--- src/hdl/vlt_pkg.sv ---
`timescale 1ns / 1ps
// ----------------------------------------------------------------------------
// vlt_pkg
// Shared types, constants and the crossing-time compare for the voxel walk.
// ----------------------------------------------------------------------------
package vlt_pkg;

    localparam int COORD_BITS = 4;
    localparam int COORD_W    = 4;
    localparam int PROD_W     = 2 * COORD_BITS + 1;
    localparam int MAX_STEPS  = 3 * ((1 << COORD_BITS) - 1);
    localparam int CNT_W      = $clog2(MAX_STEPS + 1);
    localparam int Q_AW       = 1;
    localparam int Q_DEPTH    = 1 << Q_AW;

    localparam int AX_X = 0;
    localparam int AX_Y = 1;
    localparam int AX_Z = 2;

    typedef logic [COORD_BITS-1:0] t_coord;

    typedef struct packed {
        t_coord [2:0] pos;
        t_coord [2:0] fin;
        t_coord [2:0] delta;
        logic   [2:0] up;
    } t_job;

    typedef struct packed {
        logic full;
        logic empty;
    } t_qstat;

    // true when axis a crosses strictly before axis b; zero distance never crosses
    function automatic logic earlier(input t_coord ka, input t_coord da,
                                     input t_coord kb, input t_coord db);
        logic [PROD_W-1:0] pa;
        logic [PROD_W-1:0] pb;
        pa = PROD_W'({ka, 1'b1}) * PROD_W'(db);
        pb = PROD_W'({kb, 1'b1}) * PROD_W'(da);
        if (da == '0) begin
            earlier = 1'b0;
        end else if (db == '0) begin
            earlier = 1'b1;
        end else begin
            earlier = (pa < pb);
        end
    endfunction

endpackage

--- src/hdl/vlt_front.sv ---
`timescale 1ns / 1ps
// ----------------------------------------------------------------------------
// vlt_front
// Accepts a request, masks coordinates, derives direction and distance per
// axis and drops requests whose start equals the end.
// ----------------------------------------------------------------------------
module vlt_front
    import vlt_pkg::*;
(
    input  logic               i_valid,
    output logic               o_ready,
    input  logic [COORD_W-1:0] i_start_x,
    input  logic [COORD_W-1:0] i_start_y,
    input  logic [COORD_W-1:0] i_start_z,
    input  logic [COORD_W-1:0] i_end_x,
    input  logic [COORD_W-1:0] i_end_y,
    input  logic [COORD_W-1:0] i_end_z,
    input  t_qstat             i_qstat,
    output logic               o_push,
    output t_job               o_job
);

    logic same;

    always_comb begin
        o_job.pos[AX_X] = i_start_x[COORD_BITS-1:0];
        o_job.pos[AX_Y] = i_start_y[COORD_BITS-1:0];
        o_job.pos[AX_Z] = i_start_z[COORD_BITS-1:0];
        o_job.fin[AX_X] = i_end_x[COORD_BITS-1:0];
        o_job.fin[AX_Y] = i_end_y[COORD_BITS-1:0];
        o_job.fin[AX_Z] = i_end_z[COORD_BITS-1:0];
        for (int a = 0; a < 3; a++) begin
            o_job.up[a]    = o_job.pos[a] < o_job.fin[a];
            o_job.delta[a] = o_job.up[a] ? (o_job.fin[a] - o_job.pos[a])
                                         : (o_job.pos[a] - o_job.fin[a]);
        end
        same = (o_job.pos == o_job.fin);
    end

    assign o_ready = !i_qstat.full;
    assign o_push  = i_valid && !i_qstat.full && !same;

endmodule

--- src/hdl/vlt_queue.sv ---
`timescale 1ns / 1ps
// ----------------------------------------------------------------------------
// vlt_queue
// Small job queue between the front and the walker.
// ----------------------------------------------------------------------------
module vlt_queue
    import vlt_pkg::*;
(
    input  logic   i_clk,
    input  logic   i_rst_n,
    input  logic   i_push,
    input  t_job   i_job,
    input  logic   i_pop,
    output t_job   o_job,
    output t_qstat o_qstat
);

    t_job            r_mem [Q_DEPTH];
    logic [Q_AW-1:0] r_wr_ptr;
    logic [Q_AW-1:0] r_rd_ptr;
    logic [Q_AW:0]   r_count;

    assign o_job         = r_mem[r_rd_ptr];
    assign o_qstat.full  = (r_count == (Q_AW+1)'(Q_DEPTH));
    assign o_qstat.empty = (r_count == '0);

    always_ff @(posedge i_clk) begin
        if (i_push) begin
            r_mem[r_wr_ptr] <= i_job;
        end
    end

    always_ff @(posedge i_clk) begin
        if (!i_rst_n) begin
            r_wr_ptr <= '0;
            r_rd_ptr <= '0;
            r_count  <= '0;
        end else begin
            if (i_push) begin
                r_wr_ptr <= r_wr_ptr + 1'b1;
            end
            if (i_pop) begin
                r_rd_ptr <= r_rd_ptr + 1'b1;
            end
            if (i_push && !i_pop) begin
                r_count <= r_count + 1'b1;
            end else if (!i_push && i_pop) begin
                r_count <= r_count - 1'b1;
            end
        end
    end

endmodule

--- src/hdl/vlt_walk.sv ---
`timescale 1ns / 1ps
// ----------------------------------------------------------------------------
// vlt_walk
// Takes one job from the queue and steps the line into an output register one
// voxel per cycle unless stalled, comparing crossing times as cross products.
// ----------------------------------------------------------------------------
module vlt_walk
    import vlt_pkg::*;
(
    input  logic               i_clk,
    input  logic               i_rst_n,
    input  t_qstat             i_qstat,
    input  t_job               i_job,
    output logic               o_pop,
    output logic               o_valid,
    input  logic               i_ready,
    output logic [COORD_W-1:0] o_cell_x,
    output logic [COORD_W-1:0] o_cell_y,
    output logic [COORD_W-1:0] o_cell_z,
    output logic               o_last
);

    typedef enum logic [1:0] {
        ST_IDLE = 2'b01,
        ST_RUN  = 2'b10
    } t_state;

    t_state             r_state;
    t_state             n_state;
    t_job               r_job;
    t_coord [2:0]       r_k;
    logic   [CNT_W-1:0] r_n;
    t_coord [2:0]       r_out_pos;
    logic               r_out_last;
    logic               r_out_valid;

    t_coord [2:0]       n_pos;
    logic   [2:0]       mv;
    logic               xy;
    logic               yx;
    logic               xz;
    logic               yz;
    logic               advance;
    logic               done;
    logic               cap;

    always_comb begin
        xy = earlier(r_k[AX_X], r_job.delta[AX_X], r_k[AX_Y], r_job.delta[AX_Y]);
        yx = earlier(r_k[AX_Y], r_job.delta[AX_Y], r_k[AX_X], r_job.delta[AX_X]);
        xz = earlier(r_k[AX_X], r_job.delta[AX_X], r_k[AX_Z], r_job.delta[AX_Z]);
        yz = earlier(r_k[AX_Y], r_job.delta[AX_Y], r_k[AX_Z], r_job.delta[AX_Z]);
        if (xy) begin
            mv = xz ? 3'b001 : 3'b100;
        end else if (yx) begin
            mv = yz ? 3'b010 : 3'b100;
        end else begin
            mv = yz ? 3'b011 : 3'b100;
        end
        for (int a = 0; a < 3; a++) begin
            if (mv[a]) begin
                n_pos[a] = r_job.up[a] ? (r_job.pos[a] + 1'b1) : (r_job.pos[a] - 1'b1);
            end else begin
                n_pos[a] = r_job.pos[a];
            end
        end
        done    = (n_pos == r_job.fin);
        cap     = (r_n == CNT_W'(MAX_STEPS - 1));
        advance = (r_state == ST_RUN) && (!r_out_valid || i_ready);
    end

    assign o_pop = (r_state == ST_IDLE) && !i_qstat.empty;

    always_comb begin
        n_state = r_state;
        unique case (r_state)
            ST_IDLE: begin
                if (!i_qstat.empty) begin
                    n_state = ST_RUN;
                end
            end
            ST_RUN: begin
                if (advance && (done || cap)) begin
                    n_state = ST_IDLE;
                end
            end
            default: n_state = ST_IDLE;
        endcase
    end

    always_ff @(posedge i_clk) begin
        if (!i_rst_n) begin
            r_state     <= ST_IDLE;
            r_out_valid <= 1'b0;
        end else begin
            r_state <= n_state;
            if (advance) begin
                r_out_valid <= 1'b1;
            end else if (i_ready) begin
                r_out_valid <= 1'b0;
            end
        end
    end

    always_ff @(posedge i_clk) begin
        if (o_pop) begin
            r_job <= i_job;
            r_k   <= '0;
            r_n   <= '0;
        end else if (advance) begin
            r_job.pos <= n_pos;
            for (int a = 0; a < 3; a++) begin
                if (mv[a]) begin
                    r_k[a] <= r_k[a] + 1'b1;
                end
            end
            r_n <= r_n + 1'b1;
        end
        if (advance) begin
            r_out_pos  <= n_pos;
            r_out_last <= done;
        end
    end

    assign o_valid  = r_out_valid;
    assign o_cell_x = COORD_W'(r_out_pos[AX_X]);
    assign o_cell_y = COORD_W'(r_out_pos[AX_Y]);
    assign o_cell_z = COORD_W'(r_out_pos[AX_Z]);
    assign o_last   = r_out_last;

endmodule

--- src/hdl/voxel_line_traversal_top.sv ---
`timescale 1ns / 1ps
// ----------------------------------------------------------------------------
// voxel_line_traversal_top
// Path: request -> job queue -> walker job register -> output register.
// Throughput: one voxel per cycle from the walker's step unit while i_ready
// does not stall it, plus a job load per request; runs hold up to 45 voxels.
// A two-entry job queue lets requests be accepted while a run is emitted.
// Reset: synchronous active low, clears queue pointers, walker state and the
// output valid; no clearing pass.
// ----------------------------------------------------------------------------
module voxel_line_traversal_top
    import vlt_pkg::*;
(
    input  logic               i_clk,
    input  logic               i_rst_n,
    input  logic               i_valid,
    output logic               o_ready,
    input  logic [COORD_W-1:0] i_start_x,
    input  logic [COORD_W-1:0] i_start_y,
    input  logic [COORD_W-1:0] i_start_z,
    input  logic [COORD_W-1:0] i_end_x,
    input  logic [COORD_W-1:0] i_end_y,
    input  logic [COORD_W-1:0] i_end_z,
    output logic               o_valid,
    input  logic               i_ready,
    output logic [COORD_W-1:0] o_cell_x,
    output logic [COORD_W-1:0] o_cell_y,
    output logic [COORD_W-1:0] o_cell_z,
    output logic               o_last
);

    t_qstat qstat;
    t_job   push_job;
    t_job   head_job;
    logic   push;
    logic   pop;

    vlt_front u_front (
        .i_valid   (i_valid),
        .o_ready   (o_ready),
        .i_start_x (i_start_x),
        .i_start_y (i_start_y),
        .i_start_z (i_start_z),
        .i_end_x   (i_end_x),
        .i_end_y   (i_end_y),
        .i_end_z   (i_end_z),
        .i_qstat   (qstat),
        .o_push    (push),
        .o_job     (push_job)
    );

    vlt_queue u_queue (
        .i_clk   (i_clk),
        .i_rst_n (i_rst_n),
        .i_push  (push),
        .i_job   (push_job),
        .i_pop   (pop),
        .o_job   (head_job),
        .o_qstat (qstat)
    );

    vlt_walk u_walk (
        .i_clk    (i_clk),
        .i_rst_n  (i_rst_n),
        .i_qstat  (qstat),
        .i_job    (head_job),
        .o_pop    (pop),
        .o_valid  (o_valid),
        .i_ready  (i_ready),
        .o_cell_x (o_cell_x),
        .o_cell_y (o_cell_y),
        .o_cell_z (o_cell_z),
        .o_last   (o_last)
    );

endmodule

--- config.mk ---
export PLATFORM = sky130hd
export DESIGN_NAME = voxel_line_traversal_top
export DESIGN_NICKNAME = d
export VERILOG_FILES = /design/src/hdl/vlt_pkg.sv /design/src/hdl/vlt_front.sv /design/src/hdl/vlt_queue.sv /design/src/hdl/vlt_walk.sv /design/src/hdl/voxel_line_traversal_top.sv
export SDC_FILE = /design/constraint.sdc
export NUM_CORES = 1
export LEC_CHECK = 0
export ABC_AREA = 1
export BUFFER_PORTS_ARGS = -buffer_cell sky130_fd_sc_hd__buf_2
export CAP_MARGIN = 25
export CORE_MARGIN = 10
export CORE_UTILIZATION = 47
export CTS_CLUSTER_DIAMETER = 50
export DETAILED_ROUTE_END_ITERATION = 10
export PLACE_DENSITY = 0.63
export SLEW_MARGIN = 20
export SYNTH_ARGS = -nofsm -noshare
export SYNTH_HDL_FRONTEND = slang
export SYNTH_SLANG_ARGS = --single-unit
--- constraint.sdc ---
create_clock -name i_clk -period 6.9 [get_ports i_clk]
set_input_delay 2.07 -clock i_clk [delete_from_list [all_inputs] [get_ports i_clk]]
set_output_delay 2.07 -clock i_clk [all_outputs]
set_load 0.02 [all_outputs]
# Word level (Yosys, flattened, before mapping)

Memories as Yosys holds them, arrays and structs flattened. A register that Yosys moved wholly into a read port is not among the register bits.
Cells that the tools add are included.

Bits in registers: 77
Bits in writable memories: 78
Input bits: 28
Output and inout port bits: 15
Memories kept: 1

Memory list:

| name          | words | width | rd ports | clocked after Yosys merged registers in | wr ports | line            | text |
|---|---|---|---|---|---|---|---|
| u_queue.r_mem | 2     | 39    | 1        | 1                                       | 1        | vlt_queue.sv:18 | `t_job r_mem [Q_DEPTH];` |

Add/sub/neg operators: 20
$mul: 6
$lt $le $gt $ge: 7
Equal/unequal tests: 8
Mux-type cells: 35
Reductions and logical operators: 26

Operators by type and width:

| operator                                         | number |
|---|---|
| multiplier 5 x 4 -> 9 bit                        | 6 |
| less-than comparator 9 bit                       | 4 |
| 2-to-1 mux 4 bit                                 | 9 |
| adder 4 x 1 -> 4 bit, second input constant      | 6 |
| equality test 12 bit                             | 2 |
| 2-to-1 mux 12 bit                                | 2 |
| subtractor 4 bit                                 | 6 |
| 2-to-1 mux 3 bit                                 | 5 |
| 2-to-1 mux 1 bit                                 | 14 |
| zero test 4 bit                                  | 3 |
| less-than comparator 4 bit                       | 3 |
| subtractor 4 x 1 -> 4 bit, second input constant | 3 |
| 2-to-1 mux 2 bit                                 | 4 |
| AND reduction 2 bit                              | 4 |
| logical AND 1 bit                                | 7 |
| adder 6 x 1 -> 6 bit, second input constant      | 1 |
| equality test 6 bit, second input constant       | 1 |
| zero test 1 bit                                  | 6 |
| nonzero test 2 bit                               | 3 |
| equality test 2 bit, second input constant       | 2 |
| inequality test 2 bit, second input constant     | 2 |
| one-hot mux 2 bit (2 select lines)               | 1 |
| adder 1 bit, second input constant               | 2 |
| adder 2 x 1 -> 2 bit, second input constant      | 1 |
| other kinds (4)                                  | 5 |

# Depth between registers and ports, before layout

Gate-level depths: netlist of the first run.

Depth after elaboration: 13
Gate-level depth with buffers: 37
Depth with buffers taken out: 36

# Cells and area by module

A second synthesis of the first run with hierarchy kept.

Cells, all modules: 1282
Area total of the unflattened synthesis: 11827.6 µm²

By module, submodules not included:

| module    | times used | cells an instance | area an instance (µm²) | sequential area each (µm²) |
|---|---|---|---|---|
| vlt_walk  | 1          | 955               | 7589.8                 | 1981.9 |
| vlt_queue | 1          | 156               | 3088.0                 | 2442.3 |
| vlt_front | 1          | 171               | 1149.9                 | 0.0 |

# Least setup slack after synthesis of the first run

Ideal clock, no wire load.

Kind: input -> register
From: input port i_start_x[2]
To: memory u_queue.r_mem[1][0] (netlist name), enable pin
Setup time: 437 ps
Arrival: 4388 ps
Data required time: 6463 ps
Slack: 2075 ps
Stages on the path: 6
Cell sequence: inv_1 ha_1 nand4_1 or4_1 nand2_1 nor2_1

Cells in the longest elaborated chain, start to end: 5

Ends and longest elaborated chain:

| what                                   | line                           | text |
|---|---|---|
| start: declaration                     | voxel_line_traversal_top.sv:18 | `input logic [COORD_W-1:0] i_start_x,` |
| equality test 12 bit                   | vlt_front.sv:37                | `same = (o_job.pos == o_job.fin);` |
| zero test 1 bit                        | vlt_front.sv:41                | `assign o_push = i_valid && !i_qstat.full && !same;` |
| logical AND 1 bit                      | vlt_front.sv:41                |  |
| 2-to-1 mux 1 bit                       | vlt_queue.sv:28                | `if (i_push) begin` |
| 2-to-1 mux 1 bit (implied by the code) | vlt_queue.sv:29                | `r_mem[r_wr_ptr] <= i_job;` |
| end: declaration                       | vlt_queue.sv:18                |  |

Every way passes these cells.

# Final worst setup path of the first run

From: register u_walk.r_job[14] (netlist name)
To: register u_walk.r_k[3] (netlist name)

Cells in the longest elaborated chain, start to end: 8
Elaborated cells on any way between the ends: 14
Classes of those cells: mul: 2; order compare: 2; mux: 8; reduce/logical: 2

Ends and longest elaborated chain:

| what                            | line            | text |
|---|---|---|
| start: declaration              | vlt_walk.sv:30  | `t_job r_job;` |
| start signal: assignment        | vlt_walk.sv:106 | `r_job <= i_job;` |
| multiplier 5 x 4 -> 9 bit       | vlt_pkg.sv:39   | `pa = PROD_W'({ka, 1'b1}) * PROD_W'(db);` |
| less-than comparator 9 bit      | vlt_pkg.sv:46   | `earlier = (pa < pb);` |
| 2-to-1 mux 1 bit                | vlt_pkg.sv:43   | `end else if (db == '0) begin` |
| 2-to-1 mux 1 bit                | vlt_pkg.sv:41   | `if (da == '0) begin` |
| 2-to-1 mux 3 bit                | vlt_walk.sv:57  | `mv = yz ? 3'b011 : 3'b100;` |
| 2-to-1 mux 3 bit                | vlt_walk.sv:54  | `end else if (yx) begin` |
| 2-to-1 mux 3 bit *              | vlt_walk.sv:52  | `if (xy) begin` |
| AND reduction 2 bit (no line) * | --              |  |
| end signal: indexed assignment  | vlt_walk.sv:113 | `r_k[a] <= r_k[a] + 1'b1;` |
| end: declaration                | vlt_walk.sv:31  | `t_coord [2:0] r_k;` |

Every way passes the cells marked *; elsewhere a longest branch is shown, timed or not.
A chain may end at the register's enable or synchronous reset.

==> impl_summary.md, run 1 <==
Timing
Measured against its own limit, the worst slew margin works out to around 58%. At the pin with the least slew margin, the transition time is between 0.6 and 0.7 ns. The max-slew violation count is 0.

The upper clock frequency limit is about 190 MHz. The final number of hold-violating endpoints is 0. On the final layout, the worst clock skew is 0.00810 ns. Setup repair after global routing left no endpoint under its margin. Setup violations remaining at the end of the flow were counted as 0. The total negative setup slack is 0 ns. The final worst-path cycle share is 77.7%. The post-layout minimum cycle time is 5.36 ns.

Drt
The routed design has 22.7 mm of wire. The average vias per placed instance is 4.90. The number of DRC violations after detailed routing is 0. The number of nets with antenna violations after detailed routing is 0. The pre-antenna-repair detailed-routing pass consisted of 5 iterations. In the final routed layout, each cell accounts on average for approximately 15 um. For this block, the via count after detailed routing is 7671. The number of DRC markers after the initial detailed-route iteration is between 400 and 500.

Floorplanning
The floorplan step defined a core boundary enclosing roughly 0.024 mm2. The height of the die is about 180 um. The die covers a little over 0.03 mm2.

The horizontal die dimension is around 180 um. During I/O placement, the number of pins put on the boundary was 43. The number of cell rows is 56. The effective utilization at floorplan is a little under half.

Placement
Routability-driven placement finished with a final weighted congestion of 0.855. The placed wire-length estimate after detailed placement is 17.6 mm. The count of buffers added on input and output ports is 42.

Global route
The global-route wire length before repair is between 30 and 40 mm. For this run the aggregate overflow at the end of global routing stands at 0. Across every metal layer, demand over resource in global routing totals 15.2%. The pin count of the biggest net entering global routing is 41. The number of antenna violations at the first check in global routing is 0. The number of global-route vias before repair was around 7500.

Worst setup path
The most numerous cell type found on the critical path is sky130_fd_sc_hd__nor2_1. The worst setup path is captured at a register. The critical path arrival is 5.65 ns. The critical path start-end classification is register to register. STA puts the critical path data required time at 7.20 ns. The element type at the critical path start is a register. The peak fanout along the critical path is 15. The worst register-to-register path has a setup slack of ~1.5 ns. For the worst flop-to-flop path, the logic depth is 28.

The slowest library cell on the worst path is sky130_fd_sc_hd__edfxtp_1. The longest individual stage delay on the worst path is 0.64 ns.

Job
The tool flagged a number of max-cap violations equal to 0.

CTS
The longest clock path from root to sink contains 2 buffers. For this design, the CTS-stage hold fixing added 0 buffers. The TritonCTS clock tree is done. The clock net in this run drives a total of 156 sinks.

The post-CTS clock slew at the launch and capture registers of the worst setup and hold paths is 0.06 ns. The root cell of the clock tree is sky130_fd_sc_hd__clkbuf_16. The quantity of gates resized following cts is 0. The clock tree synthesis step divided the H-tree into 4 levels. After clock tree synthesis, the setup repair step added 0 buffers. For the worst-skew pair, the clock arrives at the later sink with an insertion delay of between 0.4 and 0.5 ns. Counting the buffers created by CTS gives 17.

Logic synthesis
In this run, synthesis inferred 130 flip-flops with an integrated enable. Summing the areas of all compound-gate instances in the mapped netlist gives 5.78% of the synthesized area. In the synthesized netlist the dominant register cell turns out to be sky130_fd_sc_hd__edfxtp_1. Counting flops with an async set or reset pin after synthesis yields a share of 0%. The area share of and/or/nand/nor cells after synthesis is 15.1%. After technology mapping, the gate count stands at around 1200.

The largest family of logic cells by synthesized area is adder cells. The flop and latch count out of synthesis is between 150 and 200. The number of nets in the synthesized netlist is approximately 1400. The number of distinct standard cells referenced by the synthesized netlist is between 40 and 50.

The total of warnings raised by yosys is 0. The share of cell area taken by muxes after synthesis is under 10%. The post-synthesis share of cell area spent on xor and xnor gates is under 10%.

The area of the mapped netlist is around 0.011 mm2. The fraction of the mapped netlist area in adder cells is 23.0%. The synthesized area per cell is around 9.4 um2. After synthesis, flip-flops and latches occupy between 30% and 40% of the total area.

Final layout
The area growth from synthesis to final layout is 9.39%. The number of nets in the finished design is ~1400. The most common cell after layout, fill and taps aside is sky130_fd_sc_hd__nand2_1. The layout has approximately 2100 filler cells. 0 antenna diodes ended up in the layout. Leaving out fill and tap cells, the most frequent cells in the layout are sky130_fd_sc_hd__nand2_1, sky130_fd_sc_hd__inv_1, sky130_fd_sc_hd__ha_1.

The post-route netlist has 11.6% of its cells at a drive strength greater than 1.

Min path
The worst hold path cell count is 1. The tightest min-delay check is of the register to register type.

Status
The run finished with clean final reports.
==> per-layer routing <==
metal	vias up	global-route usage (%)	part of all wire [%]	wire, um
li1	3946	-	-	-
met1	3564	21.1	49	11200
met2	134	23.9	45	10300
met3	27	2.79	3.6	829
met4	0	4.06	1.4	326
met5	-	0	0	0
==> state kept, by name, indices dropped and copies added, names as in the netlist, named ones only <==
name	count
u_queue.r_mem	78
u_walk.r_job	39
u_walk.r_k	12
u_walk.r_n	6
u_walk.o_cell_x	4
u_walk.o_cell_y	4
u_walk.o_cell_z	4
u_queue.r_count	2
u_walk.r_state	2
u_queue.r_rd_ptr	1
u_queue.r_wr_ptr	1
u_walk.o_last	1
u_walk.o_valid	1
==> synth_stat cells (all sizes together) (8+ instances only) <==
master / instances / area, um2
buf: 15 / 97.6
a21o: 8 / 60.1
xor2: 25 / 219
edfxtp: 130 / 3900
inv: 243 / 912
nor2: 45 / 174
mux2: 27 / 304
xnor2: 20 / 175
clkbuf: 20 / 75.1
o21ai: 41 / 213
ha: 136 / 1700
a21oi: 59 / 310
mux2i: 15 / 150
nand2: 273 / 1120
fa: 45 / 901
nand3: 41 / 260
dfxtp: 26 / 521
a31oi: 8 / 50.1
==> path summary, 6_finish.rpt <==
path,startpoint,end
setup / recovery,u_walk.r_job[14],u_walk.r_k[3]
hold / removal,u_queue.r_rd_ptr,register
setup reg to reg,u_walk.r_job[14],u_walk.r_k[3]
hold reg to reg,u_queue.r_rd_ptr,register
==> worst max-delay path: cells and delay by family, from the launching register on <==
family	cells	cell delay [ns]
xor gates and xnor gates	1	0.15
DFF	1	0.64
adders and majority gates	4	1.67
AOI/OAI and AO/OA	3	0.69
and+or+nand+nor	14	1.74
buffers and inverters	6	0.35
==> metrics by stage <==
step	hold slack (ns)	setup WS, ns	util (%)	instance area, um2	instances
after floorplan	0.425	2.08	-	11300	1203
after global placement	0.434	1.60	50.1	11800	1534
after detailed placement	0.442	1.52	50.1	11800	1534
after CTS	0.450	1.51	52.5	12400	1566
after global routing	0.497	0.972	52.5	12400	1566
final	0.453	1.54	52.5	12400	1566
==> kinds of logic (layout without fill, tap and decap cells) <==
logic type,Yosys count,after routing
AOI/OAI and AO/OA,119,119
xor gates and xnor gates,45,45
adders and majority gates,181,181
buffers and inverters,279,323
DFF,156,156
muxes,42,42
and+or+nand+nor,381,381
==> cell type report <==
cell class	count	area, um2	share of cell area [%]
clock inverters	15	136	1.10
clock buffers	17	425	3.43
well taps	319	399	3.22
flip-flops and latches	156	4430	35.7
repair buffers	47	248	2.00
inverters	244	921	7.43
multi-input cells	768	5840	47.1
Power of run 1 is not shown: default switching activity piles up to over one toggle a cycle in this logic, so the estimate is an artifact.
==> run 2: changes to the inputs <==
Settings changed: PLACE_DENSITY 0.63 to 0.66.
Clock period 6.9 ns to 4.75 ns, I/O delays scaled along.
==> run 2 against run 1 <==
The run now ends with negative setup slack left. Worst hold slack lost 0.0052 ns. Clock skew grew 0.0066 ns. Die area is the same. Global-route usage grew 1.5 points. Wire length grew 12%. Critical path type unchanged.
==> impl_summary.md, run 2 (synthesized netlist as in run 1, its figures left out) <==
Status
The run finished, with violations left. The final reports fail on negative setup slack.

Global route
Entering global routing, the biggest net connects roughly 40 pins. The global router's overall resource usage is 16.7%. The overall overflow remaining after global route is 0. The first global-routing pass estimated about 42 mm of wire. The number of global-route vias before repair was between 8000 and 9000. The number of antenna violations at the first check in global routing was 0.

Job
The tool flagged a number of max-cap violations equal to 0.

Final layout
The largest register by flop count is u_queue.r_mem. The area growth from synthesis to final layout is 25.4%. The most common cell after layout, fill and taps aside is sky130_fd_sc_hd__inv_1. Counting the fill cells in the layout gives 1944. The register with the most flip-flops in the layout has 78 of them. In the layout the commonest cells are sky130_fd_sc_hd__inv_1, sky130_fd_sc_hd__nand2_1, sky130_fd_sc_hd__buf_4. In the final layout, the registers with the most flip-flops are u_queue.r_mem (78), u_walk.r_job (39), u_walk.r_k (12). The ratio of cells with drive above 1 in the final layout is 29.0%.

After routing the design area is around 0.014 mm2. The number of inserted diodes is 0. For this run, the post-layout net count is 1596. After the flow finishes, the layout carries non-filler instances totaling 1719.

Timing
Setup repair after global routing could not meet its margin everywhere. The worst hold margin is about 0.45 ns. The max-slew violation count is 0. Headroom to the max-slew limit came out at between 50 and 60%. Setup violations remaining at the end of the flow were counted as 10.

In the post-route analysis, the smallest setup slack over all paths is -0.271 ns. The upper clock frequency limit is ~200 MHz. The routed design could run at a clock period as short as 5.02 ns. The final number of hold-violating endpoints is 0.

Between clock sinks in the finished design, the worst skew comes to between 0.01 and 0.015 ns. The transition time of the tightest slew-check pin is approximately 0.63 ns. The final worst-path cycle share is 106%. Setup total negative slack on the finished layout was measured at -1.38 ns.

Worst setup path
STA classifies the critical path endpoint as a register. The worst path buffer plus inverter count is 3. The critical path start-end classification is register to register. The kind of cell with the highest combined delay along the critical path is adder cells. The largest individual stage delay along the critical path comes from the cell sky130_fd_sc_hd__fa_1. On the worst path, the slowest cell contributes a delay of 0.55 ns.

In this run the worst path has a maximum fanout of 6. STA classifies the critical path startpoint as a register. The required time of the critical path is between 5 and 6 ns. STA puts the critical path data arrival time at roughly 5.3 ns.

Drt
The number of DRC markers after the initial detailed-route iteration is 540. The average wire per cell in the routed design is approximately 15 um. The routed layout has 8473 vias. The number of nets with antenna violations after detailed routing is 0.

The number of DRC violations after detailed routing is 0. The total routed wirelength is 25.4 mm. The detailed-router iteration count before antenna repair is 7.

After detailed routing, the number of vias per cell comes to ~4.9.

Placement
The count of buffers inserted at the top-level ports is 42. Detailed placement finished with a half-perimeter wire length of between 15 and 20 mm. The congestion estimate from routability-driven global placement came to about 0.89. The number of cells after detailed placement is 1654. The cell area reported after detailed placement is between 0.01 and 0.015 mm2.

Floorplanning
The floorplan step set the die height to around 180 um. The full die area is 0.0307 mm2. The area of the core is 0.0236 mm2.

The number of top-level pins is 43. The number of cell rows is 56. Once the floorplan was initialized, standard cells occupied between 40% and 50% of the core. The die is between 150 and 200 um wide.

Min path
The worst hold path belongs to the class register to register.

CTS
The root cell of the clock tree is sky130_fd_sc_hd__clkbuf_16. The clock tree synthesis step divided the H-tree into 4 levels. In this run, CTS created clock tree buffers numbering 17. The total number of clock tree sinks is 156.

The post-CTS clock slew at the launch and capture registers of the worst setup and hold paths is roughly 0.07 ns. The TritonCTS clock tree is done. The maximum count of clock buffers along a single path is 2. Clock latency on the worst-skew pair, taken at its later pin, is roughly 0.43 ns.
[run 2: changes by cell type in the layout (fill, tap and decap cells not counted), moves of 11 or more]
cell                      previous run  this run
sky130_fd_sc_hd__buf_6               0        17
sky130_fd_sc_hd__ha_4                0        11
sky130_fd_sc_hd__buf_4               5       137
sky130_fd_sc_hd__ha_1              136       122
sky130_fd_sc_hd__inv_1             239       226
sky130_fd_sc_hd__a21oi_1            56        40
sky130_fd_sc_hd__a21oi_2             1        16
sky130_fd_sc_hd__nand2_1           257       222
sky130_fd_sc_hd__o21ai_0            39        28
sky130_fd_sc_hd__inv_2               4        16
sky130_fd_sc_hd__nand2_2             8        33
[run 2: routing by layer]
layer  share of wire (%)  routed length [um]  vias to the layer above  GRT usage (%)
met3                 4.4                1110                       18           2.53
met2                  48               12200                      162           27.6
met4                 1.1                 269                        0           3.43
met5                   0                   0                        -              0
met1                  46               11800                     4058           22.7
li1                    -                   -                     4235              -
[run 2: area by class of cell]
class | count | area [um2] | share of cell area, %
Clock buffer | 18 | 429 | 3.02
Clock inverter | 14 | 154 | 1.08
Inverter | 244 | 923 | 6.50
Multi-Input combinational cell | 770 | 6400 | 45.1
Sequential cell | 156 | 4430 | 31.2
Tap cell | 319 | 399 | 2.81
Timing Repair Buffer | 198 | 1470 | 10.3
[run 2: worst paths after layout]
kind                                  startpoint                end  slack (ns)  cells after the start
worst max-delay path            u_walk.r_job[12]  u_walk.r_state[1]       -0.27                     28
worst min-delay path            u_queue.r_rd_ptr           register        0.45                      1
worst max register to register  u_walk.r_job[12]  u_walk.r_state[1]       -0.27                     28
worst min register to register  u_queue.r_rd_ptr           register        0.45                      1
[run 2: worst register-to-register path: cells and delay by family (launching register included)]
kind	cells	cell delay (ns)
buf+inv	3	0.23
xor+xnor	2	0.31
fa+ha+maj	4	1.78
compound gates	5	0.78
simple gates	14	1.26
flops	1	0.53
[run 2: per-stage QoR]
stage	util, %	setup slack [ns]
2_1_floorplan	-	0.0115
5_1_grt	60.2	-0.551
3_5_place_dp	54.0	-0.360
4_1_cts	58.8	-0.189
6_report	60.2	-0.271
3_3_place_gp	54.0	-0.389
[run 2: timing repair]
item | CTS | global route
buffers inserted | 28 | 4
gates resized for setup | 83 | 71
pin swaps | 75 | 62
setup endpoints to repair | 28 | 35
cloned | 2 | 0
hold buffers | 0 | 0
Power of run 2 is left out for the same reason.
